==> config.mk <==
export PLATFORM = sky130hd
export DESIGN_NAME = stream_substring_replace
export DESIGN_NICKNAME = d
export VERILOG_FILES = /design/src/ssr_pkg.sv /design/src/ssr_win_cell.sv /design/src/ssr_out_cell.sv /design/src/stream_substring_replace.sv
export VERILOG_INCLUDE_DIRS = /design/src /design/src/src
export SDC_FILE = /design/constraint.sdc
export NUM_CORES = 1
export LEC_CHECK = 0
export BUFFER_PORTS_ARGS = -buffer_cell sky130_fd_sc_hd__buf_2
export CAP_MARGIN = 15
export CORE_ASPECT_RATIO = 1.75
export CORE_MARGIN = 2
export CORE_UTILIZATION = 45
export DETAILED_ROUTE_END_ITERATION = 7
export SETUP_SLACK_MARGIN = 0.05
export SLEW_MARGIN = 20
export SYNTH_ARGS = -nofsm -noshare
export SYNTH_HDL_FRONTEND = slang
export SYNTH_HIERARCHICAL = 1
export SYNTH_SLANG_ARGS = --single-unit
==> constraint.sdc <==
create_clock -name i_clk -period 10.5 [get_ports i_clk]
set_clock_uncertainty 0.1 [all_clocks]
set_input_delay 1.575 -clock i_clk [delete_from_list [all_inputs] [get_ports i_clk]]
set_output_delay 1.575 -clock i_clk [all_outputs]
set_load 0.005 [all_outputs]
==> src/stream_substring_replace_assert.svh <==
// Assertion macros shared by the stream substring replace RTL.
// Depends on i_clk and i_rst_n being visible in the module that uses them.
`ifndef STREAM_SUBSTRING_REPLACE_ASSERT_SVH
`define STREAM_SUBSTRING_REPLACE_ASSERT_SVH

// Same-cycle implication, disabled while reset is asserted
`define SSR_ASSERT_NOW(lbl, ante, cons, msg) \
    lbl: assert property (@(posedge i_clk) disable iff (!i_rst_n) (ante) |-> (cons)) \
        else $error(msg);

// Next-cycle implication, disabled while reset is asserted
`define SSR_ASSERT_NEXT(lbl, ante, cons, msg) \
    lbl: assert property (@(posedge i_clk) disable iff (!i_rst_n) (ante) |=> (cons)) \
        else $error(msg);

`endif

==> src/ssr_pkg.sv <==
// Shared types, constants and helper functions for the substring replacer.
// No dependencies; used by the window cells, output cells and top level.
package ssr_pkg;

    localparam int MAX_PATTERN     = 8;
    localparam int MAX_REPLACEMENT = 8;
    // Longest burst one beat can cause
    localparam int MAX_BURST = (MAX_PATTERN > MAX_REPLACEMENT) ? MAX_PATTERN
                                                               : MAX_REPLACEMENT;
    // Output chain holds one full burst on top of a burst still draining
    localparam int OUT_DEPTH = 2 * MAX_BURST;

    localparam int LEN_W   = 4;
    localparam int FILL_W  = $clog2(MAX_PATTERN);
    localparam int BURST_W = $clog2(MAX_BURST);
    localparam int CNT_W   = $clog2(OUT_DEPTH + 1);
    localparam int ADDR_W  = 5;
    localparam int DATA_W  = 64;

    typedef enum logic [1:0] {
        REG_PATTERN_BYTES      = 2'd0,
        REG_PATTERN_LENGTH     = 2'd1,
        REG_REPLACEMENT_BYTES  = 2'd2,
        REG_REPLACEMENT_LENGTH = 2'd3
    } t_reg_idx;

    // One result beat as it sits in the output chain
    typedef struct packed {
        logic [7:0] data;
        logic       last;
    } t_beat;

    // Common controls for the window cells
    typedef struct packed {
        logic write;
        logic shift;
    } t_win_ctl;

    // Per-cell controls for the output chain
    typedef struct packed {
        logic load;
        logic shift;
    } t_out_ctl;

    // Clamp the pattern length to 1..MAX_PATTERN
    function automatic logic [LEN_W-1:0] eff_pattern_len(input logic [LEN_W-1:0] len);
        logic [LEN_W-1:0] r;
        r = len;
        if (r == '0) r = LEN_W'(1);
        if (r > LEN_W'(MAX_PATTERN)) r = LEN_W'(MAX_PATTERN);
        return r;
    endfunction

    // Clamp the replacement length to 0..MAX_REPLACEMENT
    function automatic logic [LEN_W-1:0] eff_repl_len(input logic [LEN_W-1:0] len);
        logic [LEN_W-1:0] r;
        r = len;
        if (r > LEN_W'(MAX_REPLACEMENT)) r = LEN_W'(MAX_REPLACEMENT);
        return r;
    endfunction

endpackage

==> src/ssr_win_cell.sv <==
// One byte cell of the pending-text window, with its pattern compare.
// Depends on ssr_pkg for the control struct.
module ssr_win_cell (
    input  logic               i_clk,
    input  logic               i_sel,
    input  ssr_pkg::t_win_ctl  i_ctl,
    input  logic [7:0]         i_text_byte,
    input  logic [7:0]         i_pat_byte,
    input  logic [7:0]         i_nb_cand,
    output logic [7:0]         o_cand,
    output logic               o_eq
);

    logic [7:0] r_byte;
    logic [7:0] n_byte;

    // Contents as seen with the incoming byte placed at the fill position
    assign o_cand = i_sel ? i_text_byte : r_byte;
    assign o_eq   = (o_cand == i_pat_byte);

    // Take the neighbor's byte on a shift, the incoming byte on a write
    always_comb begin
        n_byte = r_byte;
        if (i_ctl.shift) begin
            n_byte = i_nb_cand;
        end else if (i_ctl.write && i_sel) begin
            n_byte = i_text_byte;
        end
    end

    always_ff @(posedge i_clk) begin
        r_byte <= n_byte;
    end

endmodule

==> src/ssr_out_cell.sv <==
// One entry of the output chain; shifts toward the head as beats leave.
// Depends on ssr_pkg for the beat and control structs.
module ssr_out_cell (
    input  logic               i_clk,
    input  ssr_pkg::t_out_ctl  i_ctl,
    input  ssr_pkg::t_beat     i_load_beat,
    input  ssr_pkg::t_beat     i_nb_beat,
    output ssr_pkg::t_beat     o_beat
);

    ssr_pkg::t_beat r_beat;
    ssr_pkg::t_beat n_beat;

    // Load a fresh beat, else advance from the neighbor, else hold
    always_comb begin
        n_beat = r_beat;
        if (i_ctl.load) begin
            n_beat = i_load_beat;
        end else if (i_ctl.shift) begin
            n_beat = i_nb_beat;
        end
    end

    always_ff @(posedge i_clk) begin
        r_beat <= n_beat;
    end

    assign o_beat = r_beat;

endmodule

==> src/stream_substring_replace.sv <==
// Top level of the streaming find-and-replace-all block.
// Depends on ssr_pkg, ssr_win_cell, ssr_out_cell and the assertion header.
//
// Usage:
//   Input channel (i_in_valid / o_in_ready) carries one text byte per beat and
//   an end-of-text flag. Output channel (o_out_valid / i_out_ready) carries the
//   rewritten text one byte per beat, with o_last_of_text on the final byte.
//   The pattern and replacement are set through the APB port while idle.
//   Bytes a beat yields are loaded into the output chain when the beat is taken.
//   Throughput with i_out_ready high: one input beat per cycle while each beat
//   yields at most one output byte. A match or an end-of-text flush yields a
//   burst of up to eight bytes that drains at one per cycle through a 16-entry
//   output chain; input is taken while the chain holds eight entries or fewer,
//   so the input stalls only once bursts arrive faster than the chain drains.
//   Receiver stall: bytes wait in the output chain; once it holds more than
//   eight, o_in_ready drops until it drains.
//   Reset: empties the window and the output chain at once and returns the
//   registers to pattern 0, length 1, replacement 0, length 0. No clearing
//   pass is needed.
`include "stream_substring_replace_assert.svh"

module stream_substring_replace (
    input  logic                        i_clk,
    input  logic                        i_rst_n,
    // input stream
    input  logic                        i_in_valid,
    output logic                        o_in_ready,
    input  logic [7:0]                  i_text_byte,
    input  logic                        i_end_of_text,
    // output stream
    output logic                        o_out_valid,
    input  logic                        i_out_ready,
    output logic [7:0]                  o_out_byte,
    output logic                        o_last_of_text,
    // configuration
    input  logic                        psel,
    input  logic                        penable,
    input  logic                        pwrite,
    input  logic [ssr_pkg::ADDR_W-1:0]  paddr,
    input  logic [ssr_pkg::DATA_W-1:0]  pwdata,
    output logic [ssr_pkg::DATA_W-1:0]  prdata,
    output logic                        pready
);

    localparam int NP = ssr_pkg::MAX_PATTERN;
    localparam int NO = ssr_pkg::OUT_DEPTH;

    // Configuration registers
    logic [8*NP-1:0]                      r_pat;
    logic [ssr_pkg::LEN_W-1:0]            r_plen;
    logic [8*ssr_pkg::MAX_REPLACEMENT-1:0] r_repl;
    logic [ssr_pkg::LEN_W-1:0]            r_rlen;

    logic [ssr_pkg::FILL_W-1:0]           r_fill;
    logic [ssr_pkg::FILL_W-1:0]           n_fill;
    logic [ssr_pkg::CNT_W-1:0]            r_count;
    logic [ssr_pkg::CNT_W-1:0]            n_count;

    logic                       cfg_wr;
    ssr_pkg::t_reg_idx          cfg_idx;
    logic [ssr_pkg::LEN_W-1:0]  plen;
    logic [ssr_pkg::LEN_W-1:0]  rlen;
    logic [ssr_pkg::LEN_W-1:0]  new_plen;
    logic                       in_acc;
    logic                       pop;
    logic                       full;
    logic                       match;
    logic [ssr_pkg::LEN_W-1:0]  burst_n;
    logic [ssr_pkg::CNT_W-1:0]  base;

    logic [7:0]       cand   [NP];
    logic [NP-1:0]    eq;
    logic [NP-1:0]    in_use;
    logic [NP-1:0]    sel;
    ssr_pkg::t_win_ctl win_ctl;

    ssr_pkg::t_beat   burst  [ssr_pkg::MAX_BURST];
    ssr_pkg::t_beat   ochain [NO];
    ssr_pkg::t_out_ctl out_ctl [NO];

    // APB access decode
    assign pready  = 1'b1;
    assign cfg_wr  = psel && penable && pwrite;
    assign cfg_idx = ssr_pkg::t_reg_idx'(paddr[4:3]);
    assign new_plen = ssr_pkg::eff_pattern_len(pwdata[ssr_pkg::LEN_W-1:0]);

    always_comb begin
        case (cfg_idx)
            ssr_pkg::REG_PATTERN_BYTES:      prdata = r_pat;
            ssr_pkg::REG_PATTERN_LENGTH:     prdata = ssr_pkg::DATA_W'(r_plen);
            ssr_pkg::REG_REPLACEMENT_BYTES:  prdata = r_repl;
            ssr_pkg::REG_REPLACEMENT_LENGTH: prdata = ssr_pkg::DATA_W'(r_rlen);
            default:                         prdata = '0;
        endcase
    end

    // Write configuration registers
    always_ff @(posedge i_clk) begin
        if (!i_rst_n) begin
            r_pat  <= '0;
            r_plen <= ssr_pkg::LEN_W'(1);
            r_repl <= '0;
            r_rlen <= '0;
        end else if (cfg_wr) begin
            case (cfg_idx)
                ssr_pkg::REG_PATTERN_BYTES:      r_pat  <= pwdata;
                ssr_pkg::REG_PATTERN_LENGTH:     r_plen <= pwdata[ssr_pkg::LEN_W-1:0];
                ssr_pkg::REG_REPLACEMENT_BYTES:  r_repl <= pwdata;
                ssr_pkg::REG_REPLACEMENT_LENGTH: r_rlen <= pwdata[ssr_pkg::LEN_W-1:0];
                default: ;
            endcase
        end
    end

    assign plen = ssr_pkg::eff_pattern_len(r_plen);
    assign rlen = ssr_pkg::eff_repl_len(r_rlen);

    // Handshakes
    assign o_in_ready  = (r_count <= ssr_pkg::CNT_W'(NO - ssr_pkg::MAX_BURST));
    assign in_acc      = i_in_valid && o_in_ready;
    assign o_out_valid = (r_count != '0);
    assign pop         = o_out_valid && i_out_ready;

    // Window: a row of cells, the incoming byte lands at the fill position
    assign full = ((ssr_pkg::LEN_W'(r_fill) + ssr_pkg::LEN_W'(1)) == plen);

    always_comb begin
        for (int i = 0; i < NP; i++) begin
            sel[i]    = (ssr_pkg::FILL_W'(i) == r_fill);
            in_use[i] = (ssr_pkg::LEN_W'(i) < plen);
        end
    end

    assign match = full && (&(eq | ~in_use));

    assign win_ctl.shift = in_acc && full && !match && !i_end_of_text;
    assign win_ctl.write = in_acc && !full && !i_end_of_text;

    generate
        for (genvar g = 0; g < NP; g++) begin : g_win
            logic [7:0] nb;
            if (g == NP - 1) begin : g_tail
                assign nb = '0;
            end else begin : g_link
                assign nb = cand[g+1];
            end
            ssr_win_cell u_cell (
                .i_clk       (i_clk),
                .i_sel       (sel[g]),
                .i_ctl       (win_ctl),
                .i_text_byte (i_text_byte),
                .i_pat_byte  (r_pat[8*g +: 8]),
                .i_nb_cand   (nb),
                .o_cand      (cand[g]),
                .o_eq        (eq[g])
            );
        end
    endgenerate

    // Advance the fill count; a pattern length write may drop pending bytes
    always_comb begin
        n_fill = r_fill;
        if (cfg_wr && cfg_idx == ssr_pkg::REG_PATTERN_LENGTH) begin
            if (ssr_pkg::LEN_W'(r_fill) >= new_plen) n_fill = '0;
        end else if (in_acc) begin
            if (match || i_end_of_text) begin
                n_fill = '0;
            end else if (!full) begin
                n_fill = r_fill + ssr_pkg::FILL_W'(1);
            end
        end
    end

    // Burst: replacement on a match, else pending bytes from the head
    always_comb begin
        if (match) begin
            burst_n = rlen;
        end else if (i_end_of_text) begin
            burst_n = ssr_pkg::LEN_W'(r_fill) + ssr_pkg::LEN_W'(1);
        end else if (full) begin
            burst_n = ssr_pkg::LEN_W'(1);
        end else begin
            burst_n = '0;
        end
        for (int k = 0; k < ssr_pkg::MAX_BURST; k++) begin
            burst[k].data = match ? r_repl[8*k +: 8] : cand[k];
            burst[k].last = i_end_of_text &&
                            (ssr_pkg::LEN_W'(k) + ssr_pkg::LEN_W'(1) == burst_n);
        end
    end

    // Output chain: new beats append behind what stays after a pop
    assign base = r_count - ssr_pkg::CNT_W'(pop);

    generate
        for (genvar j = 0; j < NO; j++) begin : g_out
            logic [ssr_pkg::CNT_W-1:0] off;
            ssr_pkg::t_beat            nb;
            assign off = ssr_pkg::CNT_W'(j) - base;
            assign out_ctl[j].load  = in_acc && (ssr_pkg::CNT_W'(j) >= base) &&
                                      (off < ssr_pkg::CNT_W'(burst_n));
            assign out_ctl[j].shift = pop;
            if (j == NO - 1) begin : g_tail
                assign nb = '0;
            end else begin : g_link
                assign nb = ochain[j+1];
            end
            ssr_out_cell u_cell (
                .i_clk       (i_clk),
                .i_ctl       (out_ctl[j]),
                .i_load_beat (burst[off[ssr_pkg::BURST_W-1:0]]),
                .i_nb_beat   (nb),
                .o_beat      (ochain[j])
            );
        end
    endgenerate

    assign o_out_byte     = ochain[0].data;
    assign o_last_of_text = ochain[0].last;

    assign n_count = base + (in_acc ? ssr_pkg::CNT_W'(burst_n) : '0);

    // Control state
    always_ff @(posedge i_clk) begin
        if (!i_rst_n) begin
            r_fill  <= '0;
            r_count <= '0;
        end else begin
            r_fill  <= n_fill;
            r_count <= n_count;
        end
    end

    `SSR_ASSERT_NOW(a_fill_below_len, 1'b1, ssr_pkg::LEN_W'(r_fill) < plen, "window fill reached pattern length")
    `SSR_ASSERT_NOW(a_count_bound, 1'b1, r_count <= ssr_pkg::CNT_W'(NO), "output chain overflow")
    `SSR_ASSERT_NEXT(a_match_clears, in_acc && match, r_fill == '0, "window not cleared after a match")
    `SSR_ASSERT_NEXT(a_drain_step, pop && !in_acc, r_count == $past(r_count) - ssr_pkg::CNT_W'(1), "output chain count did not step down")

endmodule

==> impl_metrics.env, run 1 <==
export IMPL_crit_chain="buf_2 -> and2_1 -> ha_2 -> ha_1 -> buf_4 -> inv_1 -> ha_1 -> clkinv_1 -> ha_1 -> a21o_1 -> a21o_1 -> a2111oi_2 -> buf_4 -> or2_1"
export IMPL_syn_to_final_growth_pct=10.97
export IMPL_finalCoreUtilization_pct=50.38
export IMPL_detail_route_antenna_nets=0
export IMPL_synth_seq_cells=352
export IMPL_grt_max_degree=145
export IMPL_peakVddDrop_v=0.0002311
export IMPL_cpMaxStageDelayCell="clkinv_1"
export IMPL_core_area_mm2=0.05032
export IMPL_yosysSeqAreaShare_pct=39.96
export IMPL_path_class="input port to flip-flop"
export IMPL_synth_distinct_cells=74
export IMPL_worstPathMaxFanout=35
export IMPL_cts_hold_buf=0
export IMPL_avgSynthCellArea_um2=11.21
export IMPL_final_cells=2843
export IMPL_cts_sinks=352
export IMPL_r2r_setup_slack_ps=3030
export IMPL_cts_made_buffers=38
export IMPL_async_flop_share_pct=0
export IMPL_drive_gt1_share_pct=26.83
export IMPL_final_cell_mix="mux2i_1, nand2_1, edfxtp_1"
export IMPL_post_drt_wl_per_cell_um=23.81
export IMPL_num_antenna_cells=0
export IMPL_clock_latency_ps=540
export IMPL_initial_core_util_pct=45.40
export IMPL_drc=0
export IMPL_max_freq_mhz=131.8
export IMPL_p_sw_share_pct=40.13
export IMPL_vias=15907
export IMPL_postCtsSetupRepairBufs=0
export IMPL_p_sw_mw=3.064
export IMPL_routed_wl_um=67700
export IMPL_dieWidth_um=174.3
export IMPL_crit_arrival_ps=7650
export IMPL_intPower_mw=4.570
export IMPL_p_per_area_mw_per_mm2=301.1
export IMPL_status="completed"
export IMPL_drtIter0Drc=875
export IMPL_ctsResizeCount=0
export IMPL_syn_area_mm2=0.02285
export IMPL_worstMarginPinSlew_ps=1127
export IMPL_slew_viol_final=0
export IMPL_first_pass_iters=6
export IMPL_fillCellCount=4616
export IMPL_critPathMaxStageDelay_ps=1200
export IMPL_final_common_cell="mux2i_1"
export IMPL_grt_pass1_wl_um=101000
export IMPL_end_kind="flip-flop"
export IMPL_synth_top_cell_by_area="edfxtp_1"
export IMPL_cts_root_buf="clkbuf_16"
export IMPL_grt_ovfl_total=0
export IMPL_nets=2284
export IMPL_timing_final_crit_share_pct=72.26
export IMPL_p_leak_nw=9.921
export IMPL_clkTransAtPathRegs_ps=60
export IMPL_dp_cells=2775
export IMPL_power_mw=7.634
export IMPL_grt_pass1_vias=16271
export IMPL_hold_path_class="flip-flop to flip-flop"
export IMPL_pwr_share_seq_pct=28.3
export IMPL_finalHoldViolCount=0
export IMPL_io_pins=161
export IMPL_synth_edf_count=208
export IMPL_clockBufferDepth=3
export IMPL_dp_hpwl_um=51530
export IMPL_num_rows=109
export IMPL_combPwrFrac_pct=54.5
export IMPL_startpoint_type="input port"
export IMPL_fin_setup_tns_ps=0
export IMPL_synth_warnings=6
export IMPL_htreeDepth=2
export IMPL_dieArea_mm2=0.05266
export IMPL_dieHeight_um=302.1
export IMPL_clkPwrFrac_pct=17.2
export IMPL_cp_required_ps=10570
export IMPL_path_common_cell="ha_1"
export IMPL_max_slew_margin_pct=24.87
export IMPL_setup_viol=0
export IMPL_vias_per_cell=5.595
export IMPL_yosys_most_used_dff="edfxtp_1"
export IMPL_rsz0062_at_grt="no"
export IMPL_grt_use_total_pct=25.42
export IMPL_fin_crit_ps=7588
export IMPL_synth_area_top_cells="edfxtp_1, mux2i_1, mux2_4"
export IMPL_postSynthCellCount=2038
export IMPL_maxCapViolations=0
export IMPL_synth_top_area_share_pct=27.34
export IMPL_gp_congestion=0.8761
export IMPL_tritoncts="yes"
export IMPL_io_buffers=156
export IMPL_antenna_found_initial=0
## power by group through the flow
stage / clock network, mW / registers, mW / logic, mW
detailed placement: 0 / 2.19 / 4.14
floorplan: 0 / 2.13 / 3.04
global placement: 0 / 2.17 / 4.02
global route: 1.39 / 2.20 / 4.43
finish: 1.31 / 2.16 / 4.16
CTS: 1.34 / 2.16 / 4.15
## area by class of cell
type / instances / area [um2] / area share (%)
timing repair buffer: 188 / 1030 / 4.062
multi-input combinational: 1537 / 13050 / 51.49
clock inverter: 14 / 133.9 / 0.5281
sequential: 352 / 9129 / 36.01
inverter: 32 / 120.1 / 0.4738
tap: 666 / 833.3 / 3.287
clock buffer: 54 / 1054 / 4.155
## Yosys cell counts (13+ instances only)
master    number
buf_6         25
dfxtp_1      144
mux2i_1      329
edfxtp_1     208
nor2b_1       14
a21oi_1       32
nor2_1        85
xnor2_1       61
or2_1         16
a21boi_0     134
nand2_1      308
and2_1        15
clkbuf_1      81
mux2_4       193
xor2_1        22
mux2_2        82
nand3_1       13
buf_1         16
inv_1         22
ha_1          49
## metal layers
layer / GRT usage (%) / share of wire (%)
met5: 0 / 0
met4: 11.66 / 5.0
met3: 2.728 / 3.5
met2: 50.43 / 56
met1: 26.43 / 36
## kinds of logic (layout without fill, tap and decap cells)
kind of cell    count (synthesis)  in the layout  synth area share (%)
compound gates                257            257                 8.275
simple gates                  508            508                 9.797
mux                           608            608                 31.53
flops                         352            352                 39.96
other cells                     2             18               0.03287
buf+inv                       165            288                 3.647
fa+ha+maj                      55             55                 3.007
xor+xnor                       91             91                 3.751
## worst paths after layout
| path | from | endpoint | cells past startpoint |
|---|---|---|---|
| worst max-delay path | i_out_ready | g_out[12].u_cell/o_beat[8] | 14 |
| worst max register to register | r_count[1] | g_out[12].u_cell/o_beat[8] | 15 |
| worst min-delay path | r_repl[61] | r_repl[61] | 2 |
| worst min register to register | r_repl[61] | r_repl[61] | 2 |
## worst max-delay path: cells and delay by family
family / cells / cell delay [ps]
buffers and inverters: 5 / 2150
adders and majority gates: 4 / 2130
and+or+nand+nor: 2 / 990
AOI/OAI and AO/OA: 3 / 750
## stage by stage
stage	hold WS, ps	cell area, um2	setup WS, ps
floorplan	353.0	22910	3933
global placement	374.9	24160	2497
detailed placement	378.9	24160	2386
CTS	387.7	25350	2932
global route	407.4	25350	2595
finish	385.5	25350	2912
## flip-flops by register name, summed over array words and instances (netlist names)
signal               count
g_out.u_cell/o_beat    144
g_win.u_cell/r_byte     64
r_pat                   64
r_repl                  64
r_count                  5
r_plen                   4
r_rlen                   4
r_fill                   3
Note: power is estimated with default switching activity, not from simulation.
==> run 2, diff against run 1 <==
--- a/config.mk
+++ b/config.mk
@@ -6,6 +6,7 @@
 export SDC_FILE = /design/constraint.sdc
 export NUM_CORES = 1
 export LEC_CHECK = 0
+export ABC_AREA = 1
 export BUFFER_PORTS_ARGS = -buffer_cell sky130_fd_sc_hd__buf_2
 export CAP_MARGIN = 15
 export CORE_ASPECT_RATIO = 1.75
==> constraint.sdc (replaced) <==
create_clock -name i_clk -period 6.2 [get_ports i_clk]
set_clock_uncertainty 0.1 [all_clocks]
set_input_delay 0.93 -clock i_clk [delete_from_list [all_inputs] [get_ports i_clk]]
set_output_delay 0.93 -clock i_clk [all_outputs]
set_load 0.005 [all_outputs]
==> run 2 against run 1 <==
  * Flip-flop and latch count stayed put
  * Global-route usage is 7.2 points higher
  * Core utilization is 0.39 points higher
  * Critical endpoint is now g_out[6].u_cell/o_beat[8]
  * Cell area is 0.70% lower
  * Synthesized area is 1.0% lower
  * Register-to-register slack worse by 2600 ps
  * Power is 100% higher
  * Largest cell class unchanged
  * Clock-buffer cell count is 9 lower
  * Sequential share of layout area is 0.25 points higher
  * Synthesized cell count is 60% higher
  * Highest routed layer is now met5
  * Largest power group unchanged
==> impl_metrics.env, run 2 <==
export IMPL_worstHoldStart="r_repl[42]"
export IMPL_io_buffers=156
export IMPL_syn_area_mm2=0.02261
export IMPL_final_common_cell="nand2_1"
export IMPL_gp_congestion=0.9790
export IMPL_end_kind="flip-flop"
export IMPL_synth_most_common_cell="nand2_1"
export IMPL_rr_startpoint="r_fill[0]"
export IMPL_crit_arrival_ps=5960
export IMPL_final_cell_mix="nand2_1, nand3_1, inv_1"
export IMPL_worstPathMaxFanout=25
export IMPL_peakVddDrop_v=0.0004704
export IMPL_rsz0062_at_grt="yes"
export IMPL_clock_latency_ps=560
export IMPL_critPathMaxStageDelay_ps=530
export IMPL_status="completed"
export IMPL_path_class="flip-flop to flip-flop"
export IMPL_crit_start="r_fill[0]"
export IMPL_core_area_mm2=0.04959
export IMPL_syn_to_final_growth_pct=11.34
export IMPL_routed_wl_um=85740
export IMPL_yosys_top_cells_count="nand2_1, nand3_1, inv_1"
export IMPL_postSynthCellCount=3270
export IMPL_slew_viol_final=0
export IMPL_synth_seq_cells=352
export IMPL_hold_path_class="flip-flop to flip-flop"
export IMPL_path_common_cell="nand2_1"
export IMPL_dieArea_mm2=0.05213
export IMPL_startpoint_type="flip-flop"
export IMPL_fin_crit_ps=5754
export IMPL_grt_max_degree=113
export IMPL_grt_pass1_vias=21566
export IMPL_cts_sinks=352
export IMPL_num_rows=108
export IMPL_post_route_cell_area_mm2=0.02518
export IMPL_dp_hpwl_um=66090
export IMPL_post_drt_wl_per_cell_um=20.99
export IMPL_dieHeight_um=300.5
export IMPL_postCtsSetupRepairBufs=0
export IMPL_worstMarginPinSlew_ps=1200
export IMPL_cts_root_buf="clkbuf_16"
export IMPL_largest_reg_flops=144
export IMPL_cts_hold_buf=0
export IMPL_first_pass_iters=6
export IMPL_p_per_area_mw_per_mm2=619.1
export IMPL_drc=0
export IMPL_timing_final_crit_share_pct=92.81
export IMPL_detail_route_antenna_nets=0
export IMPL_finalHoldViolCount=0
export IMPL_synth_top_area_share_pct=27.62
export IMPL_antenna_found_initial=3
export IMPL_yosysSeqAreaShare_pct=40.37
export IMPL_multi_input_area_mm2=0.01172
export IMPL_p_leak_nw=11.76
export IMPL_vias=22422
export IMPL_io_pins=161
export IMPL_placed_area_mm2=0.02404
export IMPL_synth_warnings=6
export IMPL_drive_gt1_share_pct=11.74
export IMPL_grt_pass1_wl_um=128600
export IMPL_drtIter0Drc=1888
export IMPL_fillCellCount=5020
export IMPL_synth_top_cell_by_area="edfxtp_1"
export IMPL_seq_area_mm2=0.009129
export IMPL_cp_required_ps=6400
export IMPL_fin_setup_tns_ps=0
export IMPL_maxCapViolations=0
export IMPL_yosys_most_used_dff="edfxtp_1"
export IMPL_max_slew_margin_pct=19.67
export IMPL_synth_distinct_cells=47
export IMPL_dieWidth_um=173.4
export IMPL_clkTransAtPathRegs_ps=70
export IMPL_synth_edf_count=208
export IMPL_tritoncts="yes"
export IMPL_initial_core_util_pct=45.59
export IMPL_nets=3534
export IMPL_cpMaxStageDelayCell="dfxtp_1"
export IMPL_cts_made_buffers=35
export IMPL_grt_ovfl_total=0
export IMPL_htreeDepth=2
export IMPL_max_freq_mhz=173.8
export IMPL_clockBufferDepth=3
export IMPL_avgSynthCellArea_um2=6.915
export IMPL_setup_viol=0
export IMPL_grt_use_total_pct=32.58
export IMPL_synth_area_top_cells="edfxtp_1, nand2_1, dfxtp_1"
export IMPL_async_flop_share_pct=0
export IMPL_power_mw=15.59
export IMPL_finalCoreUtilization_pct=50.76
export IMPL_vias_per_cell=5.489
-- run 2: cell count changes after synthesis, moves of 51 or more --
cell and delta:
mux2_4 -193, o21ai_0 +217, nand2_1 +958, a21oi_1 +61, nor2_1 +123, inv_1 +225
mux2i_1 -329, a21boi_0 -132, o21ai_1 +51, nand3_1 +397, xnor2_1 -55
-- run 2: report_power, final --
group / internal (mW) / leakage [nW] / switching, mW
sequential: 3.56 / 3.13 / 0.214
clock: 1.13 / 0.540 / 0.968
combinational: 2.58 / 8.09 / 7.13
total: 7.27 / 11.8 / 8.31
-- run 2: path summary, 6_finish.rpt --
path                                    end  slack, ps  depth (start not counted)
setup / recovery  g_out[6].u_cell/o_beat[8]        450                         31
hold / removal                   r_repl[42]        380                          2
setup reg to reg  g_out[6].u_cell/o_beat[8]        450                         31
hold reg to reg                  r_repl[42]        380                          2
-- run 2: metrics by stage --
| step | cells | setup slack, ps | hold WS, ps |
|---|---|---|---|
| after floorplan | 3286 | 989.8 | 339.6 |
| after global placement | 4021 | 468.2 | 360.3 |
| after detailed placement | 4021 | 394.5 | 366.4 |
| after CTS | 4083 | 315.9 | 377.2 |
| after global routing | 4085 | 45.80 | 399.5 |
| final | 4085 | 446.0 | 378.1 |
-- run 2: cell type report --
| type | instances | area share (%) |
|---|---|---|
| well taps | 660 | 3.280 |
| multi-input cells | 2505 | 46.56 |
| clock buffers | 45 | 3.877 |
| clock inverters | 17 | 0.4523 |
| flip-flops and latches | 352 | 36.26 |
| repair buffers | 227 | 5.407 |
| diodes | 1 | 0.009940 |
| inverters | 278 | 4.150 |
-- run 2: what timing repair did --
action / CTS / global route
endpoints found under the setup margin: 0 / 54
gates resized for setup: 0 / 6
hold endpoints to repair: 0 / 0
-- run 2: critical path: cells and delay by family (launching register included) --
kind | cells | cell delay (ps)
buffers and inverters | 8 | 1590
AO/OA/AOI/OAI | 1 | 320
flip-flops | 1 | 530
AND/OR/NAND/NOR | 20 | 2480
adder cells (fa/ha/maj) | 2 | 470
-- run 2: metal layers --
layer,GRT usage (%),wire [um],up-vias
met3,4.205,4259,249
met4,24.76,7585,4
li1,-,-,10926
met1,32.54,29250,10472
met5,0,23,-
met2,61.08,44630,771
-- run 2: logic make-up (layout without fill, tap and decap cells) --
logic type	count (synthesis)	count (layout)	synth area share [%]
buffers and inverters	429	567	8.223
AO/OA/AOI/OAI	411	411	9.557
adder cells (fa/ha/maj)	50	50	2.800
XOR/XNOR	17	17	0.6585
flip-flops	352	352	40.37
multiplexers	48	48	2.391
AND/OR/NAND/NOR	1961	1961	35.96
other	2	19	0.03321
